`src/design/ams_pkg.sv`:
```
`timescale 1ns / 1ps
package ams_pkg;

  localparam logic [31:0] OP_ADD    = 32'd1;
  localparam logic [31:0] OP_SUB    = 32'd2;
  localparam logic [31:0] OP_MUL    = 32'd3;
  localparam logic [31:0] OP_DIV    = 32'd4;
  localparam logic [31:0] OP_COPY   = 32'd9;
  localparam logic [31:0] OP_LOAD   = 32'd10;
  localparam logic [31:0] OP_STORE  = 32'd11;
  localparam logic [31:0] OP_INPUT  = 32'd12;
  localparam logic [31:0] OP_OUTPUT = 32'd13;
  localparam logic [31:0] OP_STOP   = 32'd14;

  localparam logic [2:0] ST_OK      = 3'd0;
  localparam logic [2:0] ST_HALT    = 3'd1;
  localparam logic [2:0] ST_DIVZ    = 3'd2;
  localparam logic [2:0] ST_BADOP   = 3'd3;
  localparam logic [2:0] ST_BADADDR = 3'd4;

  // Memory address source selected by the controller.
  typedef enum logic [2:0] {
    RA_WRITE, RA_PC, RA_PC1, RA_PC2, RA_OPND
  } raddr_sel_e;

  // Memory write data source.
  typedef enum logic [1:0] {
    WD_IN, WD_ACC, WD_VAL, WD_DIN
  } wdata_sel_e;

  // Commands from the controller to the datapath.
  typedef struct packed {
    logic       rd_en;
    raddr_sel_e rd_sel;
    logic       lat_in;
    logic       lat_op;
    logic       lat_a1;
    logic       lat_a2;
    logic       lat_val;
    logic       wr_en;
    raddr_sel_e wr_sel;
    wdata_sel_e wd_sel;
    logic       acc_arith;
    logic       acc_load;
    logic       div_start;
    logic       acc_div;
    logic       pc_adv2;
    logic       pc_adv3;
    logic       out_ld;
    logic [2:0] out_status;
    logic       out_ovalid;
  } cmd_t;

  // Status from the datapath back to the controller.
  typedef struct packed {
    logic [31:0] opcode;
    logic        a1_bad;
    logic        a2_bad;
    logic        val_zero;
    logic        div_done;
  } sts_t;

endpackage

```
`src/design/ams_ctrl.sv`:
```
`timescale 1ns / 1ps
module ams_ctrl (
  input  logic           clk_i,
  input  logic           rst_ni,
  input  logic           in_valid_i,
  output logic           in_stall_o,
  input  logic           in_operation_i,
  input  logic           wr_bad_i,
  input  logic           out_valid_i,
  input  ams_pkg::sts_t  sts_i,
  output ams_pkg::cmd_t  cmd_o
);

  localparam logic [3:0] S_IDLE  = 4'd0;
  localparam logic [3:0] S_RDOP  = 4'd1;
  localparam logic [3:0] S_RDA1  = 4'd2;
  localparam logic [3:0] S_RDA2  = 4'd3;
  localparam logic [3:0] S_DEC   = 4'd4;
  localparam logic [3:0] S_RDV   = 4'd5;
  localparam logic [3:0] S_EXEC  = 4'd6;
  localparam logic [3:0] S_DIV   = 4'd7;
  localparam logic [3:0] S_WAIT  = 4'd8;

  logic [3:0] state_q, state_d;
  logic       op_ok;

  assign op_ok = (sts_i.opcode >= ams_pkg::OP_ADD && sts_i.opcode <= ams_pkg::OP_DIV) ||
                 (sts_i.opcode >= ams_pkg::OP_COPY && sts_i.opcode <= ams_pkg::OP_OUTPUT);

  // New items are taken only when idle and the result register is free.
  assign in_stall_o = (state_q != S_IDLE) || out_valid_i;

  always_comb begin
    state_d = state_q;
    cmd_o = '0;
    cmd_o.rd_sel = ams_pkg::RA_PC;
    cmd_o.wr_sel = ams_pkg::RA_WRITE;
    cmd_o.wd_sel = ams_pkg::WD_IN;
    unique case (state_q)
      S_IDLE: begin
        if (in_valid_i && !out_valid_i) begin
          if (!in_operation_i) begin
            cmd_o.wr_en = !wr_bad_i;
            cmd_o.out_ld = 1'b1;
            cmd_o.out_status = wr_bad_i ? ams_pkg::ST_BADADDR : ams_pkg::ST_OK;
          end else begin
            cmd_o.lat_in = 1'b1;
            cmd_o.rd_en = 1'b1;
            cmd_o.rd_sel = ams_pkg::RA_PC;
            state_d = S_RDOP;
          end
        end
      end
      S_RDOP: begin
        cmd_o.lat_op = 1'b1;
        cmd_o.rd_en = 1'b1;
        cmd_o.rd_sel = ams_pkg::RA_PC1;
        state_d = S_RDA1;
      end
      S_RDA1: begin
        cmd_o.lat_a1 = 1'b1;
        cmd_o.rd_en = 1'b1;
        cmd_o.rd_sel = ams_pkg::RA_PC2;
        state_d = S_RDA2;
      end
      S_RDA2: begin
        cmd_o.lat_a2 = 1'b1;
        state_d = S_DEC;
      end
      S_DEC: begin
        if (sts_i.opcode == ams_pkg::OP_STOP) begin
          cmd_o.out_ld = 1'b1;
          cmd_o.out_status = ams_pkg::ST_HALT;
          state_d = S_WAIT;
        end else if (!op_ok) begin
          cmd_o.out_ld = 1'b1;
          cmd_o.out_status = ams_pkg::ST_BADOP;
          state_d = S_WAIT;
        end else if (sts_i.a1_bad) begin
          cmd_o.out_ld = 1'b1;
          cmd_o.out_status = ams_pkg::ST_BADADDR;
          state_d = S_WAIT;
        end else begin
          cmd_o.rd_en = 1'b1;
          cmd_o.rd_sel = ams_pkg::RA_OPND;
          state_d = S_RDV;
        end
      end
      S_RDV: begin
        cmd_o.lat_val = 1'b1;
        state_d = S_EXEC;
      end
      S_EXEC: begin
        state_d = S_WAIT;
        cmd_o.out_ld = 1'b1;
        cmd_o.out_status = ams_pkg::ST_OK;
        cmd_o.pc_adv2 = 1'b1;
        unique case (sts_i.opcode) inside
          ams_pkg::OP_ADD, ams_pkg::OP_SUB, ams_pkg::OP_MUL: cmd_o.acc_arith = 1'b1;
          ams_pkg::OP_LOAD: cmd_o.acc_load = 1'b1;
          ams_pkg::OP_DIV: begin
            if (sts_i.val_zero) begin
              cmd_o.out_status = ams_pkg::ST_DIVZ;
              cmd_o.pc_adv2 = 1'b0;
            end else begin
              cmd_o.out_ld = 1'b0;
              cmd_o.pc_adv2 = 1'b0;
              cmd_o.div_start = 1'b1;
              state_d = S_DIV;
            end
          end
          ams_pkg::OP_COPY: begin
            cmd_o.pc_adv2 = 1'b0;
            if (sts_i.a2_bad) begin
              cmd_o.out_status = ams_pkg::ST_BADADDR;
            end else begin
              cmd_o.wr_en = 1'b1;
              cmd_o.wr_sel = ams_pkg::RA_PC2;
              cmd_o.wd_sel = ams_pkg::WD_VAL;
              cmd_o.pc_adv3 = 1'b1;
            end
          end
          ams_pkg::OP_STORE: begin
            cmd_o.wr_en = 1'b1;
            cmd_o.wr_sel = ams_pkg::RA_OPND;
            cmd_o.wd_sel = ams_pkg::WD_ACC;
          end
          ams_pkg::OP_INPUT: begin
            cmd_o.wr_en = 1'b1;
            cmd_o.wr_sel = ams_pkg::RA_OPND;
            cmd_o.wd_sel = ams_pkg::WD_DIN;
          end
          default: cmd_o.out_ovalid = 1'b1;
        endcase
      end
      S_DIV: begin
        if (sts_i.div_done) begin
          cmd_o.acc_div = 1'b1;
          cmd_o.pc_adv2 = 1'b1;
          cmd_o.out_ld = 1'b1;
          cmd_o.out_status = ams_pkg::ST_OK;
          state_d = S_WAIT;
        end
      end
      S_WAIT: begin
        // This state lets the result register show valid before the next accept.
        state_d = S_IDLE;
      end
      default: state_d = S_IDLE;
    endcase
  end

  always_ff @(posedge clk_i or negedge rst_ni) begin
    if (!rst_ni) begin
      state_q <= S_IDLE;
    end else begin
      state_q <= state_d;
    end
  end

endmodule

```
`config.mk`:
```
export PLATFORM = sky130hd
export DESIGN_NAME = ams_ctrl
export DESIGN_NICKNAME = d
export VERILOG_FILES = /design/src/design/ams_pkg.sv /design/src/design/ams_ctrl.sv
export SDC_FILE = /design/constraint.sdc
export NUM_CORES = 1
export LEC_CHECK = 0
export BUFFER_PORTS_ARGS = -buffer_cell sky130_fd_sc_hd__buf_4
export CAP_MARGIN = 20
export CORE_ASPECT_RATIO = 0.9
export CORE_UTILIZATION = 36
export CTS_CLUSTER_SIZE = 10
export DETAILED_ROUTE_END_ITERATION = 8
export MAX_ROUTING_LAYER = met4
export PLACE_DENSITY = 0.9
export SYNTH_ARGS = -nofsm -noshare
export SYNTH_HDL_FRONTEND = slang
export SYNTH_SLANG_ARGS = --single-unit
```
`constraint.sdc`:
```
create_clock -name clk_i -period 1.9 [get_ports clk_i]
set_input_delay 0.19 -clock clk_i [delete_from_list [all_inputs] [get_ports clk_i]]
set_output_delay 0.19 -clock clk_i [all_outputs]
set_load 0.02 [all_outputs]
```
==> impl_metrics.py <==
metrics = {
    "clocking": {
        "cts_tree": "yes",
        "clock_latency_ns": 0.24,
        "cts-buffers-inserted": 3,
        "htreeDepth": 1,
        "max-clock-path-buffers": 2,
        "clock_sinks": 4,
        "root_buffer": "clkbuf_4",
        "clk_pin_slew_ns": 0.04,
    },
    "yosys": {
        "synth-edff-count": 0,
        "syn_nets": 158,
        "yosys_warnings": 0,
        "dominantRegCellSynth": "dfrtp_1",
        "synth_seq_cells": 4,
        "synth_xor_area_share_pct": 0,
        "synth.area.top_cells": "dfrtp_1, nor2_1, nor4_1",
        "ys_async_sr_fraction_pct": 100.0,
        "synth_top_cell_by_area": "dfrtp_1",
        "yosysSeqAreaShare_pct": 13.56,
        "netlist-cell-type-count": 37,
        "synth_top_area_share_pct": 13.56,
        "synth-simple-area-share_pct": 53.22,
        "synth-compound-area-share_pct": 23.56,
        "synth_cells": 116,
        "syn_avg_cell_area_um2": 6.364,
        "synthMuxAreaShare_pct": 0,
        "synthAdderAreaFrac_pct": 0,
        "synth_top_family_by_area": "simple AND/OR/NAND/NOR gates",
        "syn-cell-area_um2": 738.2,
    },
    "layout": {
        "syn_to_final_growth_pct": 121.7,
        "final_cell_area_um2": 1637,
        "finalNetCount": 242,
        "top_register": "state_q",
        "largest_reg_flops": 4,
        "fin_util_pct": 85.49,
        "num_antenna_cells": 0,
        "final_cell_mix": "buf_4, nor2_1, a21oi_1, buf_6, nand2_1",
        "final_common_cell": "buf_4",
        "largest_registers": "state_q: 4 flops",
        "drive_above_1_share_pct": 61.62,
    },
    "sta": {
        "hold_violations": 0,
        "fin_crit_ns": 1.953,
        "fin_ws_ns": -0.05266,
        "worstMarginPinSlew_ns": 0.4428,
        "fin_skew_ns": 0.005690,
        "holdWs_ns": 0.2885,
        "grt_setup_unrepaired": "true",
        "setup_violations": 5,
        "fmax_mhz": 512.1,
        "finalSetupTns_ns": -0.1959,
        "slew_violations": 0,
        "max_slew_margin_pct": 70.37,
        "min_period_over_period_pct": 102.8,
    },
    "setup_path": {
        "r2r_slack_ns": 0.10,
        "rr_worst_depth": 7,
        "cp-end-kind": "output port",
        "cp-startpoint": "state_q[2]",
        "cp_max_fo": 5,
        "cp.required_ns": 1.71,
        "worstSetupPathType": "reg2out",
        "reg2reg_from": "state_q[3]",
        "arrival_ns": 1.76,
        "crit_end": "cmd_o[25]",
        "r2r_end": "state_q[0]",
        "cp-start-kind": "register",
    },
    "detailed_routing": {
        "routed_wl_um": 3515,
        "drc_errors": 0,
        "wl_per_cell_um": 15.76,
        "drt_iter0_markers": 37,
        "vias_per_cell": 5.682,
        "final_antenna_net_count": 0,
        "vias": 1267,
        "firstDrtPassIters": 4,
    },
    "floorplan": {
        "core_area_um2": 1914,
        "rows": 15,
        "num_io_pins": 69,
        "die_w_um": 49.73,
        "die-area_um2": 2236,
        "initial_core_util_pct": 38.56,
        "die_h_um": 44.96,
    },
    "grt": {
        "grt_pass1_vias": 1060,
        "grt_pass1_wl_um": 4209,
        "antenna_found_initial": 0,
        "grt_start_max_net_pins": 13,
        "overflow": 0,
        "grt_usage_pct": 25.45,
    },
    "placed_design": {
        "dpl-instance-area_um2": 1319,
        "numPortBuffers": 68,
        "dpl.hpwl_um": 2202,
        "gp_congestion": 0.8976,
    },
    "power_and_ir_drop": {
        "p_per_area_nw_per_um2": 930.9,
        "ir_worst_vdd_uv": 876.4,
        "p_leak_nw": 0.7342,
    },
    "run_status": {
        "status": "complete, but fails checks",
        "violations": "setup timing",
    },
    "run": {
        "drv_cap": 0,
    },
    "hold_path": {
        "min_path_type": "in2async",
    },
}
## where the power goes
part | internal, mW | switching [mW]
logic | 0.595 | 0.649
registers | 0.127 | 0.0433
clock network | 0.0709 | 0.0382
total | 0.793 | 0.731
## through the flow
| stage | setup slack (ns) | power, mW | instances |
|---|---|---|---|
| floorplan | 0.01881 | 0.6984 | 116 |
| global placement | 0.03195 | 1.069 | 209 |
| detailed placement | -0.03798 | 1.095 | 209 |
| CTS | -0.02763 | 1.326 | 215 |
| global route | -0.1196 | 1.596 | 223 |
| finish | -0.05266 | 1.523 | 223 |
## repair_timing
| action | in CTS | in global routing |
|---|---|---|
| buffers inserted | 2 | 8 |
| endpoints found under the setup margin | 13 | 14 |
| resized for setup | 13 | 29 |
| endpoints found under the hold margin | 4 | 0 |
| pin swaps | 0 | 12 |
| hold buffers | 1 | 0 |
## worst max-delay path: stages, from the launching register on
cell and delay (ns):
dfrtp_1 0.38, buf_4 0.15, nand2b_4 0.10, buf_6 0.12
nor3_4 0.05, nand3b_1 0.16, nor2_4 0.06, or3_1 0.36
buf_6 0.14
## worst min path at each step
stage,cells after the start,start,endpoint
3_3_place_gp,1,rst_ni,state_q[1]
4_1_cts,2,rst_ni,state_q[3]
2_1_floorplan,0,rst_ni,state_q[0]
5_1_grt,2,rst_ni,state_q[3]
3_5_place_dp,1,rst_ni,state_q[2]
6_report,2,rst_ni,state_q[3]
## logic make-up after synthesis
group / Yosys count
buffers and inverters: 12
DFF: 4
and+or+nand+nor: 74
AOI/OAI and AO/OA: 26
## metal layers
layer | track usage (%) | wire length (um)
met4 | 12.00 | 80
met5 | - | 0
met3 | 3.367 | 204
met1 | 26.33 | 1431
met2 | 48.38 | 1799
## synth_stat cells (2+ instances only)
| library cell | instances |
|---|---|
| nand3_1 | 5 |
| o22ai_1 | 5 |
| buf_2 | 3 |
| nand3b_1 | 2 |
| or2_2 | 2 |
| nor4_1 | 9 |
| inv_1 | 3 |
| dfrtp_1 | 4 |
| buf_4 | 2 |
| clkbuf_1 | 2 |
| or3_1 | 3 |
| a21oi_1 | 8 |
| buf_6 | 2 |
| a21boi_0 | 2 |
| nand2_1 | 8 |
| nor2_1 | 23 |
| nand2b_1 | 8 |
| nor2b_1 | 3 |
| nor3_1 | 4 |
## layout make-up
class,instances,area (um2)
clock buffers,3,22.52
well taps,25,31.28
repair buffers,88,693.2
multi-input cells,100,777.0
inverters,3,11.26
flip-flops and latches,4,101.3
fillers,107,277.8
Power figures use the tool's default switching activity.
